==> src/cawa_pkg.sv <==
package cawa_pkg;

  // Field widths
  localparam int RAW_W      = 16;
  localparam int GAIN_W     = 26;
  localparam int OFF_W      = 45;
  localparam int PROD_W     = RAW_W + GAIN_W + 1;
  localparam int SUM_W      = 58;
  localparam int MEAN_W     = 32;
  localparam int CNT_OUT_W  = 13;
  localparam int N_AXIS     = 3;
  localparam int AXIS_W     = 2;

  // Q24 sums to Q16 means: drop eight fraction bits before dividing
  localparam int FRAC_SHIFT = 8;
  localparam int DVD_W      = SUM_W - FRAC_SHIFT;

  localparam int MAX_WINDOW_DEF = 4096;

  // Stream and configuration port widths
  localparam int IN_TDATA_W  = N_AXIS * RAW_W;
  localparam int OUT_FIELD_W = N_AXIS * MEAN_W + CNT_OUT_W + 2;
  localparam int OUT_TDATA_W = ((OUT_FIELD_W + 7) / 8) * 8;
  localparam int CFG_IDX_W   = 3;
  localparam int CFG_DATA_W  = OFF_W;

  // Register indexes
  localparam logic [CFG_IDX_W-1:0] CFG_GAIN_X = 3'd0;
  localparam logic [CFG_IDX_W-1:0] CFG_GAIN_Y = 3'd1;
  localparam logic [CFG_IDX_W-1:0] CFG_GAIN_Z = 3'd2;
  localparam logic [CFG_IDX_W-1:0] CFG_OFF_X  = 3'd3;
  localparam logic [CFG_IDX_W-1:0] CFG_OFF_Y  = 3'd4;
  localparam logic [CFG_IDX_W-1:0] CFG_OFF_Z  = 3'd5;

  // Operation codes carried in tuser
  localparam logic OP_SAMPLE = 1'b0;
  localparam logic OP_TICK   = 1'b1;

  // Saturation limits of a Q16 mean
  localparam logic [MEAN_W-1:0] MEAN_POS_MAX = 32'h7FFF_FFFF;
  localparam logic [MEAN_W-1:0] MEAN_NEG_MAG = 32'h8000_0000;

  localparam logic [AXIS_W-1:0] AXIS_LAST = 2'd2;

  typedef logic [AXIS_W-1:0] axis_t;

  typedef enum logic [2:0] {
    ST_IDLE,
    ST_MUL,
    ST_ACC,
    ST_DIV_GO,
    ST_DIV_RUN,
    ST_EMIT
  } seq_state_t;

  // Control word from the sequencer to the accumulator datapath
  typedef struct packed {
    logic  mul_en;
    logic  acc_en;
    logic  clr;
    axis_t axis;
  } acc_ctrl_t;

endpackage

==> src/cawa_accum.sv <==
module cawa_accum
  import cawa_pkg::*;
(
  input  logic                              clk,
  input  logic                              rst_n,
  input  acc_ctrl_t                         ctrl,
  input  logic [N_AXIS-1:0][RAW_W-1:0]      raw,
  input  logic [N_AXIS-1:0][GAIN_W-1:0]     gain,
  input  logic [N_AXIS-1:0][OFF_W-1:0]      offset,
  output logic [N_AXIS-1:0][SUM_W-1:0]      sum
);

  logic signed [PROD_W-1:0] prod_r;
  logic [N_AXIS-1:0][SUM_W-1:0] sum_r;
  logic signed [RAW_W-1:0]  raw_sel;
  logic signed [GAIN_W:0]   gain_sel;
  logic [SUM_W-1:0]         prod_ext;
  logic [SUM_W-1:0]         off_ext;
  logic [SUM_W-1:0]         sum_nxt;

  // Select the axis operands for the shared multiplier
  assign raw_sel  = $signed(raw[ctrl.axis]);
  assign gain_sel = $signed({1'b0, gain[ctrl.axis]});

  // Register the product of one axis
  always_ff @(posedge clk) begin
    if (ctrl.mul_en) begin
      prod_r <= raw_sel * gain_sel;
    end
  end

  // Sign-extend product and bias to the sum width, then accumulate
  assign prod_ext = {{(SUM_W-PROD_W){prod_r[PROD_W-1]}}, prod_r};
  assign off_ext  = {{(SUM_W-OFF_W){offset[ctrl.axis][OFF_W-1]}}, offset[ctrl.axis]};
  assign sum_nxt  = sum_r[ctrl.axis] + prod_ext - off_ext;

  always_ff @(posedge clk) begin
    if (!rst_n || ctrl.clr) begin
      sum_r <= '0;
    end else if (ctrl.acc_en) begin
      sum_r[ctrl.axis] <= sum_nxt;
    end
  end

  assign sum = sum_r;

endmodule

==> src/cawa_div.sv <==
module cawa_div
  import cawa_pkg::*;
#(
  parameter int DVD_BITS = DVD_W,
  parameter int DVS_BITS = 13
) (
  input  logic                clk,
  input  logic                rst_n,
  input  logic                start,
  input  logic [DVD_BITS-1:0] dividend,
  input  logic [DVS_BITS-1:0] divisor,
  output logic                busy,
  output logic                done,
  output logic [DVD_BITS-1:0] quotient
);

  localparam int STEP_W = $clog2(DVD_BITS);

  logic                busy_r;
  logic                done_r;
  logic [STEP_W-1:0]   step_r;
  logic [DVD_BITS-1:0] quo_r;
  logic [DVS_BITS-1:0] rem_r;
  logic [DVS_BITS:0]   rem_sh;
  logic [DVS_BITS:0]   rem_diff;
  logic                fits;
  logic [DVS_BITS-1:0] rem_nxt;
  logic [DVD_BITS-1:0] quo_nxt;

  // One restoring step: shift in the next dividend bit, subtract if it fits
  assign rem_sh   = {rem_r, quo_r[DVD_BITS-1]};
  assign rem_diff = rem_sh - {1'b0, divisor};
  assign fits     = (rem_sh >= {1'b0, divisor});
  assign rem_nxt  = fits ? rem_diff[DVS_BITS-1:0] : rem_sh[DVS_BITS-1:0];
  assign quo_nxt  = {quo_r[DVD_BITS-2:0], fits};

  // Step counter and handshake flags
  always_ff @(posedge clk) begin
    if (!rst_n) begin
      busy_r <= 1'b0;
      done_r <= 1'b0;
      step_r <= '0;
    end else begin
      done_r <= 1'b0;
      if (start) begin
        busy_r <= 1'b1;
        step_r <= STEP_W'(DVD_BITS - 1);
      end else if (busy_r) begin
        if (step_r == '0) begin
          busy_r <= 1'b0;
          done_r <= 1'b1;
        end
        step_r <= step_r - 1'b1;
      end
    end
  end

  // Dividend shifts out as quotient bits shift in
  always_ff @(posedge clk) begin
    if (start) begin
      quo_r <= dividend;
      rem_r <= '0;
    end else if (busy_r) begin
      quo_r <= quo_nxt;
      rem_r <= rem_nxt;
    end
  end

  assign busy     = busy_r;
  assign done     = done_r;
  assign quotient = quo_r;

endmodule

==> src/calibrated_axis_window_averager_unit.sv <==
// Channel  | Dir | Fields
// in_      | in  | tuser: operation; tdata: raw_x, raw_y, raw_z
// out_     | out | tdata: mean_x, mean_y, mean_z, sample_count, window_empty,
//          |     |        window_overflow
// cfg_     | in  | we, index (0..5 = gain_x..z, offset_x..z), wdata
//
// A sample word is accepted, then multiplied and accumulated for each axis in
// turn on the one shared 16x27 multiplier and 58-bit adder.
// A window-end word runs the bit-serial divider once per axis; an empty
// window skips the divider and goes straight to the emit state. A full
// window drops a sample without accumulating it.
// A finished result sits in the output register; samples keep being accepted
// while it waits, and the next window end waits in the emit state.
// Reset is synchronous, active low, and clears sums, count, flags and configuration registers.
module calibrated_axis_window_averager_unit
  import cawa_pkg::*;
#(
  parameter int MAX_WINDOW = MAX_WINDOW_DEF
) (
  input  logic                   clk,
  input  logic                   rst_n,
  input  logic                   in_tvalid,
  output logic                   in_tready,
  input  logic [IN_TDATA_W-1:0]  in_tdata,   // raw_x, raw_y, raw_z
  input  logic                   in_tuser,   // operation
  output logic                   out_tvalid,
  input  logic                   out_tready,
  // mean_x, mean_y, mean_z, sample_count, window_empty, window_overflow, pad
  output logic [OUT_TDATA_W-1:0] out_tdata,
  input  logic                   cfg_we,
  input  logic [CFG_IDX_W-1:0]   cfg_index,
  input  logic [CFG_DATA_W-1:0]  cfg_wdata
);

  localparam int CNT_W = $clog2(MAX_WINDOW + 1);

  seq_state_t state_r, state_nxt;

  logic [N_AXIS-1:0][GAIN_W-1:0] gain_r;
  logic [N_AXIS-1:0][OFF_W-1:0]  off_r;
  logic [N_AXIS-1:0][RAW_W-1:0]  raw_r;
  logic [N_AXIS-1:0][SUM_W-1:0]  sum;
  logic [N_AXIS-1:0][MEAN_W-1:0] mean_stage_r;
  logic [N_AXIS-1:0][MEAN_W-1:0] out_mean_r;
  logic                          op_r;
  axis_t                         axis_r;
  logic [CNT_W-1:0]              cnt_r;
  logic                          dropped_r;
  logic                          neg_r;
  logic                          out_tvalid_r;
  logic [CNT_OUT_W-1:0]          out_cnt_r;
  logic                          out_empty_r;
  logic                          out_ovf_r;

  logic             in_acc;
  logic             full;
  logic             empty;
  acc_ctrl_t        acc_ctrl;
  logic             div_start;
  logic             div_busy;
  logic             div_done;
  logic [DVD_W-1:0] div_quo;
  logic [SUM_W-1:0] sum_sel;
  logic [SUM_W-1:0] sum_mag;
  logic [MEAN_W-1:0] mean_sat;
  logic             emit_go;
  logic [CNT_W+CNT_OUT_W-1:0] cnt_wide;

  assign in_acc = in_tvalid && in_tready;
  assign full   = (cnt_r == CNT_W'(MAX_WINDOW));
  assign empty  = (cnt_r == '0);

  // Configuration writes
  always_ff @(posedge clk) begin
    if (!rst_n) begin
      gain_r <= '0;
      off_r  <= '0;
    end else if (cfg_we) begin
      case (cfg_index)
        CFG_GAIN_X: gain_r[0] <= cfg_wdata[GAIN_W-1:0];
        CFG_GAIN_Y: gain_r[1] <= cfg_wdata[GAIN_W-1:0];
        CFG_GAIN_Z: gain_r[2] <= cfg_wdata[GAIN_W-1:0];
        CFG_OFF_X:  off_r[0]  <= cfg_wdata;
        CFG_OFF_Y:  off_r[1]  <= cfg_wdata;
        CFG_OFF_Z:  off_r[2]  <= cfg_wdata;
        default: ;
      endcase
    end
  end

  // Next state
  always_comb begin
    state_nxt = state_r;
    case (state_r)
      ST_IDLE: begin
        if (in_acc) begin
          if (in_tuser == OP_SAMPLE) begin
            state_nxt = full ? ST_IDLE : ST_MUL;
          end else begin
            state_nxt = empty ? ST_EMIT : ST_DIV_GO;
          end
        end
      end
      ST_MUL:     state_nxt = ST_ACC;
      ST_ACC:     state_nxt = (axis_r == AXIS_LAST) ? ST_IDLE : ST_MUL;
      ST_DIV_GO:  state_nxt = ST_DIV_RUN;
      ST_DIV_RUN: begin
        if (div_done) begin
          state_nxt = (axis_r == AXIS_LAST) ? ST_EMIT : ST_DIV_GO;
        end
      end
      ST_EMIT: begin
        if (!out_tvalid_r || out_tready) begin
          state_nxt = ST_IDLE;
        end
      end
      default: state_nxt = ST_IDLE;
    endcase
  end

  // Sequencer outputs
  always_comb begin
    in_tready       = 1'b0;
    acc_ctrl.mul_en = 1'b0;
    acc_ctrl.acc_en = 1'b0;
    acc_ctrl.clr    = 1'b0;
    acc_ctrl.axis   = axis_r;
    div_start       = 1'b0;
    emit_go         = 1'b0;
    case (state_r)
      ST_IDLE:   in_tready = 1'b1;
      ST_MUL:    acc_ctrl.mul_en = 1'b1;
      ST_ACC:    acc_ctrl.acc_en = 1'b1;
      ST_DIV_GO: div_start = 1'b1;
      ST_EMIT: begin
        emit_go      = !out_tvalid_r || out_tready;
        acc_ctrl.clr = emit_go;
      end
      default: ;
    endcase
  end

  // Sequencer registers
  always_ff @(posedge clk) begin
    if (!rst_n) begin
      state_r   <= ST_IDLE;
      axis_r    <= '0;
      cnt_r     <= '0;
      dropped_r <= 1'b0;
    end else begin
      state_r <= state_nxt;
      if (in_acc) begin
        axis_r <= '0;
        if (in_tuser == OP_SAMPLE && full) begin
          dropped_r <= 1'b1;
        end
      end
      // Advance the axis after each accumulate or division
      if ((state_r == ST_ACC) || (state_r == ST_DIV_RUN && div_done)) begin
        axis_r <= (axis_r == AXIS_LAST) ? '0 : axis_r + 1'b1;
      end
      if (state_r == ST_ACC && axis_r == AXIS_LAST) begin
        cnt_r <= cnt_r + 1'b1;
      end
      // Clear the window as its result leaves
      if (emit_go) begin
        cnt_r     <= '0;
        dropped_r <= 1'b0;
      end
    end
  end

  // Hold the accepted word
  always_ff @(posedge clk) begin
    if (in_acc) begin
      op_r     <= in_tuser;
      raw_r[0] <= in_tdata[RAW_W-1:0];
      raw_r[1] <= in_tdata[2*RAW_W-1:RAW_W];
      raw_r[2] <= in_tdata[3*RAW_W-1:2*RAW_W];
    end
  end

  cawa_accum u_accum (
    .clk    (clk),
    .rst_n  (rst_n),
    .ctrl   (acc_ctrl),
    .raw    (raw_r),
    .gain   (gain_r),
    .offset (off_r),
    .sum    (sum)
  );

  // Magnitude of the selected sum, Q24 to Q16 by dropping eight bits
  assign sum_sel = sum[axis_r];
  assign sum_mag = sum_sel[SUM_W-1] ? (~sum_sel + 1'b1) : sum_sel;

  cawa_div #(
    .DVD_BITS (DVD_W),
    .DVS_BITS (CNT_W)
  ) u_div (
    .clk      (clk),
    .rst_n    (rst_n),
    .start    (div_start),
    .dividend (sum_mag[SUM_W-1:FRAC_SHIFT]),
    .divisor  (cnt_r),
    .busy     (div_busy),
    .done     (div_done),
    .quotient (div_quo)
  );

  always_ff @(posedge clk) begin
    if (div_start) begin
      neg_r <= sum_sel[SUM_W-1];
    end
  end

  // Saturate the quotient and restore the sign
  always_comb begin
    if (!neg_r) begin
      mean_sat = (div_quo > DVD_W'(MEAN_POS_MAX)) ? MEAN_POS_MAX : div_quo[MEAN_W-1:0];
    end else if (div_quo > DVD_W'(MEAN_NEG_MAG)) begin
      mean_sat = MEAN_NEG_MAG;
    end else begin
      mean_sat = ~div_quo[MEAN_W-1:0] + 1'b1;
    end
  end

  always_ff @(posedge clk) begin
    if (state_r == ST_DIV_RUN && div_done) begin
      mean_stage_r[axis_r] <= mean_sat;
    end
  end

  // Output register
  assign cnt_wide = {{CNT_OUT_W{1'b0}}, cnt_r};

  always_ff @(posedge clk) begin
    if (!rst_n) begin
      out_tvalid_r <= 1'b0;
    end else if (emit_go) begin
      out_tvalid_r <= 1'b1;
    end else if (out_tready) begin
      out_tvalid_r <= 1'b0;
    end
  end

  always_ff @(posedge clk) begin
    if (emit_go) begin
      out_mean_r  <= empty ? '0 : mean_stage_r;
      out_cnt_r   <= cnt_wide[CNT_OUT_W-1:0];
      out_empty_r <= empty;
      out_ovf_r   <= dropped_r;
    end
  end

  assign out_tvalid = out_tvalid_r;
  assign out_tdata  = {{(OUT_TDATA_W-OUT_FIELD_W){1'b0}}, out_ovf_r, out_empty_r,
                       out_cnt_r, out_mean_r[2], out_mean_r[1], out_mean_r[0]};

  // Checks
  a_cnt_bound: assert property (@(posedge clk) disable iff (!rst_n)
    cnt_r <= CNT_W'(MAX_WINDOW))
    else $error("window count above its limit");

  a_div_idle: assert property (@(posedge clk) disable iff (!rst_n)
    (state_r == ST_IDLE || state_r == ST_MUL || state_r == ST_ACC) |-> !div_busy)
    else $error("divider running outside a window end");

  a_drop_flag: assert property (@(posedge clk) disable iff (!rst_n)
    (in_acc && in_tuser == OP_SAMPLE && full) |=> (dropped_r && state_r == ST_IDLE))
    else $error("full window did not drop the sample");

  a_empty_zero: assert property (@(posedge clk) disable iff (!rst_n)
    (out_tvalid_r && out_empty_r) |-> (out_mean_r == '0 && out_cnt_r == '0))
    else $error("empty window result not zero");

  a_op_tick: assert property (@(posedge clk) disable iff (!rst_n)
    (state_r == ST_DIV_GO || state_r == ST_EMIT) |-> (op_r == OP_TICK))
    else $error("division started without a window end");

endmodule
==> config.mk <==
export PLATFORM = sky130hd
export DESIGN_NAME = calibrated_axis_window_averager_unit
export DESIGN_NICKNAME = d
export VERILOG_FILES = /design/src/cawa_pkg.sv /design/src/cawa_accum.sv /design/src/cawa_div.sv /design/src/calibrated_axis_window_averager_unit.sv
export SDC_FILE = /design/constraint.sdc
export NUM_CORES = 2
export LEC_CHECK = 0
export BUFFER_PORTS_ARGS = -buffer_cell sky130_fd_sc_hd__buf_2
export CORE_ASPECT_RATIO = 0.7
export CORE_UTILIZATION = 35
export CTS_BUF_LIST = sky130_fd_sc_hd__clkbuf_4 sky130_fd_sc_hd__clkbuf_8
export CTS_CLUSTER_DIAMETER = 50
export CTS_CLUSTER_SIZE = 24
export DETAILED_ROUTE_END_ITERATION = 6
export SLEW_MARGIN = 0
export SYNTH_ARGS = -nofsm -noshare
export SYNTH_HDL_FRONTEND = slang
export SYNTH_SLANG_ARGS = --single-unit
==> constraint.sdc <==
create_clock -name clk -period 10.2 [get_ports clk]
set_input_delay 0.51 -clock clk [delete_from_list [all_inputs] [get_ports clk]]
set_output_delay 0.51 -clock clk [all_outputs]
set_load 0.02 [all_outputs]
==> impl_metrics.tcl <==
set metrics [dict create \
    dp_hpwl_mm 115 \
    synth-async-reset-ratio_pct 0 \
    synthCells 5748 \
    ys_ff_latch 777 \
    worstPathMaxFanout 36 \
    netlist.top_cell.by_area "edfxtp_1" \
    slew_viol_final 0 \
    max_slew_margin_pct 9.00 \
    synth_top_flop_cell "dfxtp_1" \
    syn-num-nets 6459 \
    worstSetupPathType "reg -> reg" \
    rr_endpoint "u_accum.prod_r[39]$_DFFE_PP_" \
    worstHoldPathCells 3 \
    first_pass_iters 5 \
    root_buffer "clkbuf_8" \
    critPathMaxStageDelay_ps 690 \
    antenna_found_initial 7 \
    p_clk_share_pct 18.4 \
    htree_num_levels 3 \
    finalSetupViolations 0 \
    min_path_type "in -> reg" \
    power_density_mw_per_mm2 243 \
    min-delay-start "cfg_wdata[20]" \
    grt_pass1_wl_mm 240 \
    yosysSeqAreaShare_pct 37.2 \
    path_common_cell "fa_1" \
    peakVddDrop_mv 0.200 \
    path_cells "nor2b_4 > buf_4 > a21o_1 > nand2_1 > fa_1 > fa_1 > inv_1 > fa_1 > fa_1 > fa_1 > inv_1 > fa_1 > inv_1 > ha_1 > a21oi_1 > o31ai_1 > a21o_1 > o31ai_1 > a21oi_1 > o311ai_0 > a21oi_1 > a221o_1 > a21oi_1 > xnor2_1" \
    yosys-top-cells-count "nand2_1 (1147), inv_1 (657), a21oi_1 (559), dfxtp_1 (428), fa_1 (392)" \
    p_sw_mw 6.73 \
    post_cts_buffers 0 \
    fp.dieH_um 322 \
    seqPwrFrac_pct 27.5 \
    intPower_mw 7.20 \
    yosysTopAreaCellShare_pct 20.5 \
    reg2reg_depth 24 \
    drive_gt1_share_pct 8.52 \
    timing.final.crit_share_pct 87.9 \
    synth.avg_cell_area_um2 8.91 \
    syn_to_final_growth_pct 12.0 \
    tightest_slew_ps 1360 \
    start_util_pct 35.3 \
    layout_setup_ws_ps 1230 \
    clockBufferDepth 3 \
    portBuffers 214 \
    globalRoute.totalOverflow 0 \
    reg2reg_slack_ps 1230 \
    numCtsBuffers 84 \
    grt_max_degree 100 \
    clk_pin_slew_worst_paths_ps 100 \
    setup.worst_path.start_class "flip-flop" \
    ys_warn_count 0 \
    cap_violations 0 \
    drt_iter0_drc 4104 \
    grt_usage_pct 20.9 \
    num_rows 117 \
    swShare_pct 48.3 \
    wl_per_cell_um 19.6 \
    status "finished clean" \
    pwr-share-comb_pct 54.1 \
    endpoint_kind "flip-flop" \
    post-route-min-period_ps 8970 \
    netlist_area_mm2 0.0512 \
    r2r-start "axis_r[1]$_SDFFE_PN0P_" \
    core_area_mm2 0.145 \
    ant_nets 0 \
    crit_slowest_cell "nor2b_4" \
    synth_most_common_cell "nand2_1" \
    tns_ps 0 \
    wirelength_mm 156 \
    viasPerCell 5.15 \
    cts_tree "built" \
    die_area_mm2 0.148 \
    die_w_um 459 \
    drc 0 \
    rsz0062_at_grt "false" \
    fin_nets 6623 \
    gp_congestion 0.960 \
    io_pins 216 \
    holdBufCountCts 86 \
    place_ws_ps 1150 \
    ctsResizeCount 0 \
    whs_endpoint "off_r[20]$_SDFFE_PN0P_" \
    max_freq_mhz 112 \
    netlist-cell-type-count 87 \
    worstPathArrival_ps 9500 \
    clkLatencyLatePin_ps 810 \
    hold_viol_final 0 \
    synth-edff-count 349 \
    vias 41000 \
    p_leak_nw 22.9 \
    grt_pass1_vias 39500 \
    fin_skew_ps 92.3 \
    yosys-top-cells-area "edfxtp_1 (20%), dfxtp_1 (17%), fa_1 (15%), nand2_1 (8.4%), a21oi_1 (5.5%)" \
    critPathRequiredTime_ps 10730 \
    cts_sinks 777 \
]
## stage by stage
step           area, µm²  hold WS (ps)  util [%]  total power, mW  instances
4_1_cts            57300          2.08      39.5             13.9       7947
6_report           57300          63.8      39.5             13.9       7951
3_5_place_dp       54300           444      37.4             11.3       7703
2_1_floorplan      51200           409         -             9.11       5748
5_1_grt            57300          21.8      39.5             14.9       7949
3_3_place_gp       54300           438      37.4             11.2       7703
## worst max-delay path: cells and delay by family (launching register included)
kind            cells  cell delay, ps
flops               1             530
compound gates     10            3060
xor+xnor            1              80
simple gates        2             810
buf+inv             4             670
fa+ha+maj           7            3510
## sequential cells by signal (all words and copies together) (netlist names), 13 cells and up
signal,cells
u_accum.sum,174
off_r,135
mean_stage_r,96
out_tdata,96
gain_r,78
u_div.quotient,50
raw_r,48
u_accum.prod_r,43
cnt_r,13
out_cnt_r,13
u_div.rem_r,13
## worst max-delay path by stage
stage | startpoint | cells past startpoint | slack, ps | endpoint
after detailed placement | axis_r[1]$_SDFFE_PN0P_ | 24 | 1150 | u_accum.prod_r[39]$_DFFE_PP_
after CTS | axis_r[1]$_SDFFE_PN0P_ | 24 | 1090 | u_accum.prod_r[39]$_DFFE_PP_
after global routing | axis_r[1]$_SDFFE_PN0P_ | 25 | 860 | u_accum.prod_r[39]$_DFFE_PP_
after floorplan | axis_r[1]$_SDFFE_PN0P_ | 32 | 1580 | u_accum.prod_r[39]$_DFFE_PP_
final | axis_r[1]$_SDFFE_PN0P_ | 24 | 1230 | u_accum.prod_r[39]$_DFFE_PP_
after global placement | axis_r[1]$_SDFFE_PN0P_ | 24 | 1150 | u_accum.prod_r[39]$_DFFE_PP_
## logic make-up after synthesis
group / Yosys count / synth area share (%)
muxes: 157 / 3.07
AOI/OAI and AO/OA: 1099 / 12.4
adders and majority gates: 609 / 20.6
xor gates and xnor gates: 169 / 2.89
buffers and inverters: 962 / 7.22
DFF: 777 / 37.2
and+or+nand+nor: 1974 / 16.6
other: 1 / 0.00733
## power by group through the flow
stage | sequential, mW | clock, mW | combinational, mW
3_3_place_gp | 3.90 | 0 | 7.30
2_1_floorplan | 3.90 | 0 | 5.21
4_1_cts | 3.83 | 2.63 | 7.43
6_report | 3.83 | 2.56 | 7.53
3_5_place_dp | 3.91 | 0 | 7.34
5_1_grt | 3.87 | 2.75 | 8.32
## cell usage in the layout (no fill, tap or decap), types with 22 or more instances in the layout
master	Yosys	layout
a21o_1	85	85
a21oi_1	559	554
a2bb2oi_1	23	23
a31oi_1	32	32
and2_1	113	112
buf_2	28	214
buf_4	7	81
clkbuf_8	0	86
dfxtp_1	428	426
dlygate4sd3_1	0	86
edfxtp_1	349	349
fa_1	392	392
ha_1	217	217
inv_1	657	657
mux2i_1	156	156
nand2_1	1147	1143
nand3_1	90	86
nand4_1	30	30
nor2_1	380	375
nor2b_1	23	22
nor3_1	62	58
o21ai_0	231	228
xnor2_1	102	102
xor2_1	67	67
## metal layers
layer  GRT usage (%)  wire length, µm
met4            4.86             3300
met5               0               13
met3            3.30            11800
met1            31.3            73900
met2            31.4            67200
## cell type report
class	count	area [µm²]
clock buffer	86	1180
inverter	659	2480
antenna	4	10.0
timing repair buffer	381	2540
tap	1963	2460
multi-input combinational	4009	28600
sequential	777	19100
clock inverter	72	980
fill	14700	87900
Power figures use the tool's default switching activity.
